==> src/rtl/cvm_pkg.sv <==
`default_nettype none
// ----------------------------------------------------------------------------
// cvm_pkg
// Shared types and constants of the cell voltage monitor.
// ----------------------------------------------------------------------------
package cvm_pkg;

    localparam int unsigned CVM_MAX_CELLS   = 12;
    localparam int unsigned CELL_LIMIT      = 12;
    localparam int unsigned CFG_INDEX_W     = 2;
    localparam int unsigned CFG_DATA_W      = 13;
    localparam int unsigned QUEUE_DEPTH     = 2;

    localparam logic [4:0]  FRAME_BYTES     = 5'd18;
    localparam logic [12:0] CODE_OFFSET     = 13'd512;

    localparam logic [3:0]  CELL_COUNT_RST  = 4'd12;
    localparam logic [12:0] UNDER_LIMIT_RST = 13'd2000;
    localparam logic [12:0] OVER_LIMIT_RST  = 13'd2800;

    localparam logic [CFG_INDEX_W-1:0] REG_CELL_COUNT  = 2'd0;
    localparam logic [CFG_INDEX_W-1:0] REG_UNDER_LIMIT = 2'd1;
    localparam logic [CFG_INDEX_W-1:0] REG_OVER_LIMIT  = 2'd2;

    typedef enum logic [1:0] {
        CLASS_IN_RANGE = 2'd0,
        CLASS_UNDER    = 2'd1,
        CLASS_OVER     = 2'd2
    } level_class_t;

    typedef struct packed {
        logic [3:0]  cell_index;
        logic [11:0] raw_code;
        logic        last_cell;
    } cvm_cell_t;

    typedef struct packed {
        logic signed [12:0] under_limit;
        logic signed [12:0] over_limit;
    } cvm_limits_t;

    typedef struct packed {
        logic [3:0]         cell_index;
        logic signed [12:0] cell_code;
        level_class_t       level_class;
        logic               under_flag;
        logic               over_flag;
        logic [11:0]        discharge_mask;
        logic               last_cell;
    } cvm_result_t;

endpackage
`default_nettype wire

==> src/rtl/cvm_front.sv <==
`default_nettype none
// ----------------------------------------------------------------------------
// cvm_front
// Byte unpacker: tracks the frame position and joins byte pairs into
// 12-bit cell readings for the cells in use.
// ----------------------------------------------------------------------------
module cvm_front (
    input  wire logic             aclk,
    input  wire logic             aresetn,
    input  wire logic             s_valid,
    output logic                  s_ready,
    input  wire logic [7:0]       s_byte,
    input  wire logic             s_start,
    input  wire logic [3:0]       used_cells,
    output logic                  push,
    output cvm_pkg::cvm_cell_t    push_data,
    input  wire logic             queue_full
);
    import cvm_pkg::*;

    localparam logic [1:0] PHASE_FIRST  = 2'd0;
    localparam logic [1:0] PHASE_SECOND = 2'd1;
    localparam logic [1:0] PHASE_THIRD  = 2'd2;

    logic [4:0] pos_reg, pos_next, pos_cur;
    logic [1:0] phase_reg, phase_next, phase_cur;
    logic [2:0] pair_reg, pair_next, pair_cur;
    logic [7:0] prev_reg;
    logic       accept, in_frame;
    logic [3:0] cell_idx;
    logic [11:0] raw;

    assign s_ready = !queue_full;
    assign accept  = s_valid && s_ready;

    always_comb begin
        pos_cur   = s_start ? 5'd0 : pos_reg;
        phase_cur = s_start ? PHASE_FIRST : phase_reg;
        pair_cur  = s_start ? 3'd0 : pair_reg;
        in_frame  = pos_cur < FRAME_BYTES;
        cell_idx  = {pair_cur, phase_cur == PHASE_THIRD};
        raw = (phase_cur == PHASE_SECOND) ? {s_byte[3:0], prev_reg}
                                          : {s_byte, prev_reg[7:4]};
        push = accept && in_frame && (phase_cur != PHASE_FIRST) && (cell_idx < used_cells);
        push_data.cell_index = cell_idx;
        push_data.raw_code   = raw;
        push_data.last_cell  = (cell_idx + 4'd1) == used_cells;

        pos_next   = pos_cur;
        phase_next = phase_cur;
        pair_next  = pair_cur;
        if (in_frame) begin
            pos_next = pos_cur + 5'd1;
            if (phase_cur == PHASE_THIRD) begin
                phase_next = PHASE_FIRST;
                pair_next  = pair_cur + 3'd1;
            end else begin
                phase_next = phase_cur + 2'd1;
            end
        end
    end

    always_ff @(posedge aclk) begin
        if (!aresetn) begin
            pos_reg   <= 5'd0;
            phase_reg <= PHASE_FIRST;
            pair_reg  <= 3'd0;
            prev_reg  <= 8'd0;
        end else if (accept) begin
            pos_reg   <= pos_next;
            phase_reg <= phase_next;
            pair_reg  <= pair_next;
            prev_reg  <= s_byte;
        end
    end

`ifndef SYNTH
    a_pos_bound: assert property (@(posedge aclk) disable iff (!aresetn)
        pos_reg <= FRAME_BYTES && phase_reg != 2'd3)
        else $error("frame position out of range");
`endif

endmodule
`default_nettype wire

==> src/rtl/cvm_queue.sv <==
`default_nettype none
// ----------------------------------------------------------------------------
// cvm_queue
// Short queue of unpacked cell readings between the unpacker and the
// classifier.
// ----------------------------------------------------------------------------
module cvm_queue (
    input  wire logic          aclk,
    input  wire logic          aresetn,
    input  wire logic          push,
    input  cvm_pkg::cvm_cell_t push_data,
    output logic               full,
    input  wire logic          pop,
    output cvm_pkg::cvm_cell_t pop_data,
    output logic               empty
);
    import cvm_pkg::*;

    localparam int unsigned PTR_W = (QUEUE_DEPTH > 1) ? $clog2(QUEUE_DEPTH) : 1;
    localparam int unsigned CNT_W = $clog2(QUEUE_DEPTH + 1);

    cvm_cell_t        entry_reg [QUEUE_DEPTH];
    logic [PTR_W-1:0] wr_ptr_reg, rd_ptr_reg;
    logic [CNT_W-1:0] count_reg, count_next;

    function automatic logic [PTR_W-1:0] ptr_inc(input logic [PTR_W-1:0] p);
        return (p == PTR_W'(QUEUE_DEPTH - 1)) ? '0 : p + PTR_W'(1);
    endfunction

    assign full     = count_reg == CNT_W'(QUEUE_DEPTH);
    assign empty    = count_reg == '0;
    assign pop_data = entry_reg[rd_ptr_reg];

    always_comb begin
        count_next = count_reg;
        if (push && !pop) begin
            count_next = count_reg + CNT_W'(1);
        end else if (pop && !push) begin
            count_next = count_reg - CNT_W'(1);
        end
    end

    always_ff @(posedge aclk) begin
        if (push) begin
            entry_reg[wr_ptr_reg] <= push_data;
        end
    end

    always_ff @(posedge aclk) begin
        if (!aresetn) begin
            wr_ptr_reg <= '0;
            rd_ptr_reg <= '0;
            count_reg  <= '0;
        end else begin
            if (push) begin
                wr_ptr_reg <= ptr_inc(wr_ptr_reg);
            end
            if (pop) begin
                rd_ptr_reg <= ptr_inc(rd_ptr_reg);
            end
            count_reg <= count_next;
        end
    end

`ifndef SYNTH
    a_no_overflow: assert property (@(posedge aclk) disable iff (!aresetn)
        push |-> !full)
        else $error("push into full queue");
    a_no_underflow: assert property (@(posedge aclk) disable iff (!aresetn)
        pop |-> !empty)
        else $error("pop from empty queue");
`endif

endmodule
`default_nettype wire

==> src/rtl/cvm_back.sv <==
`default_nettype none
// ----------------------------------------------------------------------------
// cvm_back
// Classifier: removes the offset, compares against the limits, keeps the
// per-cell flags (cleared by an in-range reading) and holds the result register.
// ----------------------------------------------------------------------------
module cvm_back #(
    parameter int unsigned MAX_CELLS = cvm_pkg::CVM_MAX_CELLS
) (
    input  wire logic            aclk,
    input  wire logic            aresetn,
    input  wire logic            empty,
    output logic                 pop,
    input  cvm_pkg::cvm_cell_t   pop_data,
    input  cvm_pkg::cvm_limits_t limits,
    output logic                 m_valid,
    input  wire logic            m_ready,
    output cvm_pkg::cvm_result_t m_result
);
    import cvm_pkg::*;

    localparam int unsigned IDX_W = $clog2(MAX_CELLS);

    logic [MAX_CELLS-1:0] under_reg, under_next;
    logic [MAX_CELLS-1:0] over_reg, over_next;
    logic [MAX_CELLS-1:0] cell_bit;
    logic [IDX_W-1:0]     idx;
    logic signed [12:0]   code;
    level_class_t         cls;
    logic                 m_valid_reg;
    cvm_result_t          result_reg, result_next;

    assign pop      = !empty && (!m_valid_reg || m_ready);
    assign m_valid  = m_valid_reg;
    assign m_result = result_reg;

    always_comb begin
        idx        = pop_data.cell_index[IDX_W-1:0];
        cell_bit   = MAX_CELLS'(1) << idx;
        code       = $signed({1'b0, pop_data.raw_code} - CODE_OFFSET);
        under_next = under_reg;
        over_next  = over_reg;
        if (code <= limits.under_limit) begin
            cls        = CLASS_UNDER;
            under_next = under_reg | cell_bit;
        end else if (code >= limits.over_limit) begin
            cls       = CLASS_OVER;
            over_next = over_reg | cell_bit;
        end else begin
            cls        = CLASS_IN_RANGE;
            under_next = under_reg & ~cell_bit;
            over_next  = over_reg & ~cell_bit;
        end
        result_next.cell_index     = pop_data.cell_index;
        result_next.cell_code      = code;
        result_next.level_class    = cls;
        result_next.under_flag     = under_next[idx];
        result_next.over_flag      = over_next[idx];
        result_next.discharge_mask = CELL_LIMIT'(over_next);
        result_next.last_cell      = pop_data.last_cell;
    end

    always_ff @(posedge aclk) begin
        if (pop) begin
            result_reg <= result_next;
        end
    end

    always_ff @(posedge aclk) begin
        if (!aresetn) begin
            m_valid_reg <= 1'b0;
            under_reg   <= '0;
            over_reg    <= '0;
        end else begin
            if (pop) begin
                m_valid_reg <= 1'b1;
                under_reg   <= under_next;
                over_reg    <= over_next;
            end else if (m_ready) begin
                m_valid_reg <= 1'b0;
            end
        end
    end

`ifndef SYNTH
    a_mask_tracks_flags: assert property (@(posedge aclk) disable iff (!aresetn)
        m_valid_reg |-> result_reg.discharge_mask == CELL_LIMIT'(over_reg))
        else $error("discharge mask differs from over flags");
    a_in_range_clears: assert property (@(posedge aclk) disable iff (!aresetn)
        m_valid_reg && result_reg.level_class == CLASS_IN_RANGE
            |-> !result_reg.under_flag && !result_reg.over_flag)
        else $error("in-range reading left a flag set");
    a_under_sets: assert property (@(posedge aclk) disable iff (!aresetn)
        m_valid_reg && result_reg.level_class == CLASS_UNDER |-> result_reg.under_flag)
        else $error("under reading without under flag");
`endif

endmodule
`default_nettype wire

==> src/rtl/cell_voltage_monitor.sv <==
`default_nettype none
// ----------------------------------------------------------------------------
// cell_voltage_monitor
// Battery cell over/under voltage monitor on the cell voltage readback.
// ----------------------------------------------------------------------------
// Input stream carries one readback byte per transfer in s_tdata, with
// s_tuser set on the first byte of a frame. Each group of three bytes holds
// two 12-bit cell readings; the second and third byte of a group each
// complete one cell and, if that cell is in use, produce one result transfer
// on the m_ stream. Bytes past the eighteenth are dropped until the next
// frame start.
// Throughput: one byte per cycle while s_tready is high; the unpacker writes the
// two-entry queue in the cycle its completing byte is accepted, and the classifier
// pops that entry into the result register, which drives m_tvalid.
// When m_tready is low the result register holds, the queue fills, and then
// s_tready drops until the classifier can move again.
// Reset clears frame position, per-cell flags and both streams, and loads
// cell_count 12, under_limit 2000, over_limit 2800. The user must make writes
// via cfg_we/cfg_index/cfg_wdata while the block is idle; it does not enforce it.
// ----------------------------------------------------------------------------
module cell_voltage_monitor #(
    parameter int unsigned MAX_CELLS = cvm_pkg::CVM_MAX_CELLS
) (
    input  wire logic                                 aclk,
    input  wire logic                                 aresetn,
    input  wire logic                                 cfg_we,
    input  wire logic [cvm_pkg::CFG_INDEX_W-1:0]      cfg_index,
    input  wire logic [cvm_pkg::CFG_DATA_W-1:0]       cfg_wdata,
    input  wire logic                                 s_tvalid,
    output logic                                      s_tready,
    input  wire logic [7:0]                           s_tdata,  // read_byte
    input  wire logic                                 s_tuser,  // frame_start
    output logic                                      m_tvalid,
    input  wire logic                                 m_tready,
    // cell_index, cell_code, level_class, under_flag, over_flag,
    // discharge_mask, zero fill
    output logic [39:0]                               m_tdata,
    output logic                                      m_tlast   // last_cell
);
    import cvm_pkg::*;

    logic [3:0]  cell_count_reg;
    logic [12:0] under_limit_reg, over_limit_reg;
    logic [3:0]  used_cells;
    cvm_limits_t limits;
    logic        push, pop, full, empty;
    cvm_cell_t   push_data, pop_data;
    cvm_result_t result;

    always_ff @(posedge aclk) begin
        if (!aresetn) begin
            cell_count_reg  <= CELL_COUNT_RST;
            under_limit_reg <= UNDER_LIMIT_RST;
            over_limit_reg  <= OVER_LIMIT_RST;
        end else if (cfg_we) begin
            unique case (cfg_index)
                REG_CELL_COUNT:  cell_count_reg  <= cfg_wdata[3:0];
                REG_UNDER_LIMIT: under_limit_reg <= cfg_wdata;
                REG_OVER_LIMIT:  over_limit_reg  <= cfg_wdata;
                default: ;
            endcase
        end
    end

    assign used_cells = (cell_count_reg > 4'(MAX_CELLS)) ? 4'(MAX_CELLS) : cell_count_reg;
    assign limits.under_limit = $signed(under_limit_reg);
    assign limits.over_limit  = $signed(over_limit_reg);

    cvm_front u_front (
        .aclk       (aclk),
        .aresetn    (aresetn),
        .s_valid    (s_tvalid),
        .s_ready    (s_tready),
        .s_byte     (s_tdata),
        .s_start    (s_tuser),
        .used_cells (used_cells),
        .push       (push),
        .push_data  (push_data),
        .queue_full (full)
    );

    cvm_queue u_queue (
        .aclk      (aclk),
        .aresetn   (aresetn),
        .push      (push),
        .push_data (push_data),
        .full      (full),
        .pop       (pop),
        .pop_data  (pop_data),
        .empty     (empty)
    );

    cvm_back #(
        .MAX_CELLS (MAX_CELLS)
    ) u_back (
        .aclk     (aclk),
        .aresetn  (aresetn),
        .empty    (empty),
        .pop      (pop),
        .pop_data (pop_data),
        .limits   (limits),
        .m_valid  (m_tvalid),
        .m_ready  (m_tready),
        .m_result (result)
    );

    assign m_tdata = {7'd0, result.discharge_mask, result.over_flag, result.under_flag,
                      result.level_class, result.cell_code, result.cell_index};
    assign m_tlast = result.last_cell;

endmodule
`default_nettype wire
==> config.mk <==
export PLATFORM = sky130hd
export DESIGN_NAME = cell_voltage_monitor
export DESIGN_NICKNAME = d
export VERILOG_FILES = /design/src/rtl/cvm_pkg.sv /design/src/rtl/cvm_front.sv /design/src/rtl/cvm_queue.sv /design/src/rtl/cvm_back.sv /design/src/rtl/cell_voltage_monitor.sv
export SDC_FILE = /design/constraint.sdc
export NUM_CORES = 1
export LEC_CHECK = 0
export BUFFER_PORTS_ARGS = -buffer_cell sky130_fd_sc_hd__buf_2
export CAP_MARGIN = 20
export CORE_ASPECT_RATIO = 0.9
export CORE_MARGIN = 2
export CORE_UTILIZATION = 45
export DETAILED_ROUTE_END_ITERATION = 12
export GPL_ROUTABILITY_DRIVEN = 0
export PLACE_DENSITY = 0.75
export RECOVER_POWER = 50
export REMOVE_ABC_BUFFERS = 1
export SYNTH_ARGS = -nofsm -noshare
export SYNTH_HDL_FRONTEND = slang
export SYNTH_HIERARCHICAL = 1
export SYNTH_SLANG_ARGS = --single-unit
==> constraint.sdc <==
create_clock -name aclk -period 3.3 [get_ports aclk]
set_input_delay 0.33 -clock aclk [delete_from_list [all_inputs] [get_ports aclk]]
set_output_delay 0.33 -clock aclk [all_outputs]
set_load 0.02 [all_outputs]
; Word-level counts from Yosys, hierarchy flattened
; Memories as Yosys holds them, arrays and structs flattened. A register that Yosys moved wholly into a read port is not among the register bits.
; Index checks and enable logic that the tools add are counted.
[totals]
ff_bits = 111
ram_bits = 34
in_bits = 29
elab_cells = 98
mem_count = 1
[mem_list]
columns = name, words, word_bits, rd, rd_clocked_by_memory_dff, wr, line_no
row1 = u_queue.entry_reg, 2, 17, 1, 1, 1, cvm_queue.sv:22  ; cvm_cell_t entry_reg [QUEUE_DEPTH];
[classes]
n_addsub = 9
magnitude_cmp = 6
eq_ne = 6
shift = 1
muxes = 29
bitwise = 5
n_reduce_logical = 21
[ops]
columns = op, n
row1 = 2-to-1 mux 12 bit, 5
row2 = AND 12 bit, 2
row3 = bitwise OR 12 bit, 2
row4 = >= comparator 13 bit, 1
row5 = less-or-equal comparator 13 bit, 1
row6 = subtractor 12 x 10 -> 13 bit (second input constant), 1
row7 = 2-to-1 mux 2 bit, 6
row8 = inverter 12 bit, 1
row9 = left shift 1 x 4 -> 12 bit (first input constant), 1
row10 = 2-to-1 mux 1 bit, 10
row11 = 2-to-1 mux 5 bit, 2
row12 = 2-to-1 mux 3 bit, 3
row13 = binary-select mux 1 bit (select 4 bit), 2
row14 = logical AND 1 bit, 7
row15 = == test 2 bit (second input constant), 3
row16 = AND reduction 2 bit, 3
row17 = nonzero test 2 bit, 3
row18 = adder 5 x 1 -> 5 bit (second input constant), 1
row19 = zero test 1 bit, 5
row20 = less-than comparator 4 x 5 -> 1 bit (second input constant), 1
row21 = less-than comparator 5 bit (second input constant), 1
row22 = adder 2 x 1 -> 2 bit (second input constant), 2
row23 = adder 4 x 1 -> 4 bit (second input constant), 1
row24 = == test 2 x 1 -> 1 bit (second input constant), 2
row25 = 9 further kinds, 11

; Depth between registers and ports, before layout
; Gate-level depths: netlist of the first run.
[logic_depth]
depth_word = 10
mapped_depth = 14

; Modules after synthesis
; Netlist of the first run, hierarchy kept.
[modules_own_cells]
columns = mod, n_inst, cells_each, area_each_um2
row1 = cvm_back, 1, 333, 3395.8
row2 = cvm_queue, 1, 75, 1443.9
row3 = cell_voltage_monitor, 1, 136, 1352.5
row4 = cvm_front, 1, 141, 1161.1

; Least setup slack after synthesis of the first run
; Ideal clock, no wire load.
[synth_timing]
path_kind = reg-to-reg
startpoint = register (tool-made name)
endpoint = register u_back.result_reg (netlist bit u_back/m_result[7]), data pin
setup_ns = 0.262
t_arrival_ns = 3.058
required_ns = 3.038
slack_ns = -0.020
path_stages_with_launch = 15
path_cell_list = dfxtp_1 buf_2 buf_4 mux2_2 inv_1 ha_1 xor2_1 ha_1 nand4_2 nor3_4 nand2_2 o211a_4 buf_6 nor4_1 mux2_1
[synth_rtl]
columns = item, line_no
row1 = to (signal assigned), cvm_back.sv:65  ; result_reg <= result_next;
row2 = to (decl), cvm_back.sv:31  ; cvm_result_t result_reg, result_next;

==> impl_results.md, run 1 <==
- Status: finished with violations
- Failing checks: capacitance limit, slew limit
- Final Hold Viols: 0
- Pre-CTS WS: 42.25 ps
- Yosys cell types: 63
- Top-area cell type share of the netlist area: 27.77%
- Total power: 5.907 mW
- Initial Util: 45.74%
- Min Hold Slack: 157.3 ps
- Worst path bufs/invs: 1
- Tot GR Track Use: 18.40%
- Fin Clk Skew: 9.089 ps
- Full die area: 0.01738 mm^2
- CP Max Fanout: 24
- Synthesis Warnings: 6
- Die width: 138.7 um
- Root buf cell: clkbuf_16
- Crit path max-delay family: simple AND/OR/NAND/NOR gates
- Post-route cell area: 0.008398 mm^2
- Longest Clk Path Bufs: 2
- Worst-skew pair later-pin latency: 420 ps
- Yosys reg bits: 146
- Placeable Area: 0.01608 mm^2
- # Max-Cap Violations: 1
- HPWL after DPL: 10.73 mm
- Area Overhead vs Synth: 14.21%
- Post-synth EDFFs: 68
- Number of global-route vias before repair: 5084
- CTS tree: yes
- Worst hold path class: input pin to flip-flop
- Syn Inst Count: 685
- Global route overflow: 0
- Routed Antenna Nets: 0
- RSZ-0062 raised after global routing: true
- Worst Hold Launch: s_tdata[4]
- Post-placement cell area: 0.007829 mm^2
- Drt initial violations: 330
- Delay of the slowest critical-path stage: 370 ps
- Filler cell count in the final layout: 1412
- Part of the cycle the worst path needs: 95.90%
- # IOs: 72
- Netlist Area Pre-Place: 0.007353 mm^2
- Final Critical Period: 3165 ps
- Critical path type: flip-flop to flip-flop
- Clk sinks: 146
- Post-synth top cells: nand2_1, dfxtp_1, edfxtp_1
- Syn Area/Cell: 10.73 um^2
- Row cnt: 44
- Nets: 803
- Ant diodes: 0
- Post-CTS setup buffers: 0
- Setup TNS Final: 0 ps
- VDD IR max: 0.0005147 V
- Final Max Tran Viols: 92
- First-pass GRT wire length: 25.70 mm
- PD cells: 703.3 mW/mm^2
- First-pass iteration count of the detailed router: 6
- TritonCTS buffer count: 17
- Fmax: 316.0 MHz
- Register-to-Register Path Depth: 11
- Largest net degree at the start of global routing: 92
- Share of post-route cells with drive strength above 1: 15.78%
- # DRC: 0
- Sequential fraction of the synthesis area: 49.00%
- Crit path capture type: flip-flop
- Leading area contributor after synthesis: edfxtp_1
- Wire per inst: 16.56 um
- Worst EP required: 3480 ps
- Count leader, synth: nand2_1
- Synth top area cells: edfxtp_1, dfxtp_1, mux2_2
- IO Port Bufs: 64
- Initial antenna violation count: 0
- CTS HTree Levels: 4
- Arr. time, crit path: 3340 ps
- Slew margin rel.: -15.88%
- Startpoint types: flip-flop
- Post-synth ARST share: 0%
- Ys flop type: dfxtp_1
- Final wirelength: 15.92 mm
- Clk slew on worst S/H paths: 60 ps
- Final setup fails: 0
- Least-Margin Pin Slew: 1738 ps
- CP Cell Sequence: mux2_2, inv_1, ha_1, xor2_1, ha_1, nand4_2, nor3_4, nand2_2, o211a_4, nor4_1, mux2_2
- Die span in y: 125.3 um
- Setup slack after layout: 135.3 ps
- Vias: 5242
- WP depth: 11
- Crit-path slowest cell: dfxtp_2
- Vias/cell: 5.455
- Leakage: 3.343 nW
- Hold Path Stages: 3
-- cell type report --
type                            count  area (um^2)  share of cell area [%]
Clock inverter                     13        161.4                   1.922
Multi-Input combinational cell    452         3359                   40.00
Inverter                           47        176.4                   2.101
Tap cell                          207        259.0                   3.084
Sequential cell                   146         3605                   42.92
Timing Repair Buffer               77        394.1                   4.693
Clock buffer                       19        442.9                   5.274
-- cells in the final DEF (no fill, tap or decap), types with 19 or more instances in the layout --
master    instances
a21oi_1          24
buf_2            27
clkbuf_1         40
dfxtp_1          77
edfxtp_1         68
ha_1             33
inv_1            46
mux2_2           27
mux2i_1          42
nand2_1          84
nor2_1           19
nor2b_1          31
o211ai_1         23
o21ai_0          25
-- power breakdown --
| part | internal, mW | switching (mW) | total (mW) |
|---|---|---|---|
| Combinational | 0.509 | 1.09 | 1.60 |
| Sequential | 2.24 | 0.111 | 2.36 |
| Clock | 1.21 | 0.746 | 1.95 |
| Total | 3.96 | 1.95 | 5.91 |
-- metal layers --
layer,GRT usage (%),wire [um],up-vias
met5,0,0,-
met4,6.061,223,0
met3,4.366,838,18
met2,30.87,7753,150
met1,23.63,7102,2536
li1,-,-,2538
-- final timing paths --
path         slack (ps)                  end
max                 140   u_back/m_result[8]
min reg2reg         460  u_front/prev_reg[1]
max reg2reg         140   u_back/m_result[8]
min                 160  u_front/prev_reg[4]
-- kinds of logic (layout without fill, tap and decap cells) --
kind of cell               Yosys count  in the layout  synth area share [%]
AOI/OAI and AO/OA                   92             92                 7.828
xor gates and xnor gates             6              6                0.7146
adders and majority gates           33             33                 5.615
buffers and inverters               93            156                 5.989
DFF                                146            146                 49.00
muxes                               89             89                 13.83
other                                1              7               0.05100
and+or+nand+nor                    225            225                 16.96
-- metrics by stage --
step,instances,util (%)
5_1_grt,961,52.24
4_1_cts,961,52.46
3_3_place_gp,928,48.53
6_report,961,52.24
3_5_place_dp,929,48.70
2_1_floorplan,645,-
-- tightest hold or removal path: cells and delay by family --
kind                   cells  cell delay, ps
AO/OA/AOI/OAI              1              50
buffers and inverters      1             100
AND/OR/NAND/NOR            1              50
-- timing repair --
item / in CTS / in global routing
hold buffers: 0 / 0
gates resized for setup: 0 / 4
setup endpoints to repair: 0 / 5
Note: power is estimated with default switching activity, not from simulation.
==> inputs of run 2 (changes only) <==
--- a/config.mk
+++ b/config.mk
@@ -5,13 +5,13 @@
 export SDC_FILE = /design/constraint.sdc
 export NUM_CORES = 1
 export LEC_CHECK = 0
+export ABC_AREA = 1
 export BUFFER_PORTS_ARGS = -buffer_cell sky130_fd_sc_hd__buf_2
 export CAP_MARGIN = 20
 export CORE_ASPECT_RATIO = 0.9
 export CORE_MARGIN = 2
 export CORE_UTILIZATION = 45
 export DETAILED_ROUTE_END_ITERATION = 12
-export GPL_ROUTABILITY_DRIVEN = 0
 export PLACE_DENSITY = 0.75
 export RECOVER_POWER = 50
 export REMOVE_ABC_BUFFERS = 1
==> run 2 against run 1 <==
Effect of this change: the run now ends clean; sequential share of layout area decreased by 1.0 points; power increased by 22%; clock-buffer cell count increased by 1; clock power decreased by 8%; die area increased by 3.5%; worst setup slack improved by 56 ps; clock skew decreased by 0.54 ps; core utilization decreased by 0.76 points; cell area increased by 2.5%; flip-flop and latch count unchanged; largest cell class unchanged.
==> impl_results.md, run 2 <==
- Status: finished clean
- GRT busiest layer: met2
- Synthesis Warnings: 6
- Least-Margin Pin Slew: 1312 ps
- Syn Inst Count: 934
- Full die area: 0.01800 mm^2
- Reg2Reg Capture Point: u_back/m_result[14]
- Die width: 141.2 um
- Routed Antenna Nets: 0
- Die span in y: 127.5 um
- First-pass iteration count of the detailed router: 5
- HPWL after DPL: 11.79 mm
- CTS HTree Levels: 4
- Wire per inst: 13.53 um
- Number of global-route vias before repair: 5913
- CTS tree: yes
- Worst EP required: 3470 ps
- Critical path type: flip-flop to flip-flop
- # Max-Cap Violations: 0
- IO Port Bufs: 64
- Sw Share: 39.27%
- Final Max Tran Viols: 0
- GP Congestion: 0.9141
- Routing usage on met3: 4.723%
- First-pass GRT wire length: 27.87 mm
- Post-synth ARST share: 0%
- Final Critical Period: 3109 ps
- Worst Hold Launch: s_tdata[5]
- Post-synth top cells: nand2_1, inv_1, nor2_1
- Commonest non-fill, non-tap cell in the layout: nand2_1
- Pint: 4.372 mW
- Largest net degree at the start of global routing: 50
- Ys flop type: dfxtp_1
- Row cnt: 45
- RSZ-0062 raised after global routing: false
- VDD IR max: 0.0004653 V
- Leakage: 4.132 nW
- Nets: 1067
- CP Max Fanout: 14
- Initial antenna violation count: 0
- Switching pwr: 2.827 mW
- Sequential fraction of the synthesis area: 47.28%
- Longest Clk Path Bufs: 2
- Tot GR Track Use: 19.46%
- Yosys cell types: 41
- TritonCTS buffer count: 17
- Arr. time, crit path: 3280 ps
- Area Overhead vs Synth: 12.94%
- Startpoint types: flip-flop
- Met2 Resource Use GR: 32.07%
- Global route overflow: 0
- Synth top area cells: edfxtp_1, dfxtp_1, nand2_1
- Clk sinks: 146
- Hold Path Stages: 3
- Total power: 7.199 mW
- Drt initial violations: 516
- Post-placement cell area: 0.008118 mm^2
- Final Hold Viols: 0
- Slew margin rel.: 12.54%
- Top-area cell type share of the netlist area: 26.79%
- Netlist Area Pre-Place: 0.007622 mm^2
- Filler cell count in the final layout: 1548
- Syn Area/Cell: 8.161 um^2
- Count leader, synth: nand2_1
- Part of the cycle the worst path needs: 94.21%
- FF-to-FF setup slack: 190 ps
- Crit path capture type: flip-flop
- Vias/cell: 5.049
- Comb power frac: 38.3%
- Final setup fails: 0
- Post-route cell area: 0.008608 mm^2
- Root buf cell: clkbuf_16
- Share of post-route cells with drive strength above 1: 11.10%
- Clk slew on worst S/H paths: 60 ps
- Worst hold path class: input pin to flip-flop
- Hold Path End: u_front/prev_reg[5]
- Vias: 6205
- Placeable Area: 0.01672 mm^2
- Met1 GRT Util: 24.92%
- Fin Clk Skew: 8.545 ps
- Initial Util: 45.58%
- # IOs: 72
- Leading area contributor after synthesis: edfxtp_1
- Yosys reg bits: 146
- Post-synth EDFFs: 68
- Clock share of power: 24.9%
- Fmax: 321.7 MHz
- PD cells: 836.3 mW/mm^2
- Ant diodes: 0
- Worst-skew pair later-pin latency: 430 ps
- # DRC: 0
- Register-to-Register Path Depth: 16
- Sequential share of power: 36.8%
- Final wirelength: 16.63 mm
- Most frequent cells in the layout: nand2_1, inv_1, nor2_1
run 2: changes by cell type after synthesis, sizes merged, moves of 21 or more:
cell,change
nand2,+119
o21ai,+32
inv,+113
mux2i,-42
nor2b,-31
nor2,+103
o211ai,-22
nand3,+43
nand4,+21
run 2: per-layer routing:
metal,routed length [um],vias to the layer above
met3,993,23
li1,-,3138
met2,7758,199
met5,0,-
met4,248,0
met1,7632,2845
run 2: cell families (layout without fill, tap and decap cells):
family,after synthesis,after routing,share of synthesized area (%)
simple gates,425,425,24.66
buf+inv,197,275,11.34
fa+ha+maj,33,33,5.417
mux,21,21,3.595
compound gates,110,110,7.551
xor+xnor,1,1,0.1149
flops,146,146,47.28
other cells,1,7,0.04920
run 2: area by class of cell:
class	count	area, um^2	area share (%)
flip-flops and latches	146	3605	41.88
multi-input cells	597	3173	36.86
inverters	161	616.8	7.166
clock buffers	20	436.7	5.073
repair buffers	82	405.4	4.709
well taps	211	264.0	3.067
clock inverters	12	107.6	1.250
run 2: per-stage QoR:
stage               hold slack (ps)  cells  setup WS (ps)  setup TNS (ps)  util (%)
global route                  142.4   1229          9.158               0     51.48
global placement              441.1   1196          175.4               0     48.54
detailed placement            444.2   1196          67.29               0     48.54
finish                        139.2   1229          191.2               0     51.48
floorplan                     414.6    904          -1527          -38030         -
CTS                           131.1   1228          37.98               0     51.80
run 2: worst max path at each step:
stage	endpoint	slack [ps]	depth (start not counted)
after detailed placement	u_back/m_result[13]	70	19
after global placement	u_back/m_result[13]	180	19
after global routing	u_back/m_result[13]	9	16
after floorplan	u_back/under_reg[0]	-1530	4
final	u_back/m_result[14]	190	16
after CTS	u_back/m_result[14]	40	20
run 2: worst max-delay path: stages, from the launching register on:
cell and delay [ps]:
dfxtp_2 380, buf_4 260, mux2_1 450, ha_1 340
nand2_1 60, inv_2 50, nand3_1 110, nor2_4 130
nand2_2 100, nand3_4 140, nand3_4 180, o21bai_1 190
nand2_1 100, nand2_1 90, nand2_1 60, o21ai_1 130
nand3_1 90
run 2: timing repair:
action                     in CTS  in global routing
setup buffers                   0                  1
resized for setup               0                  7
setup endpoints to repair       0                 15
hold buffers                    0                  0
run 2: power groups by stage:
| stage | clock network (mW) | registers [mW] | logic, mW |
|---|---|---|---|
| after floorplan | 0 | 2.95 | 1.65 |
| after global placement | 0 | 2.67 | 2.72 |
| after detailed placement | 0 | 2.68 | 2.78 |
| after CTS | 1.82 | 2.65 | 2.80 |
| after global routing | 1.90 | 2.70 | 3.10 |
| final | 1.79 | 2.65 | 2.76 |
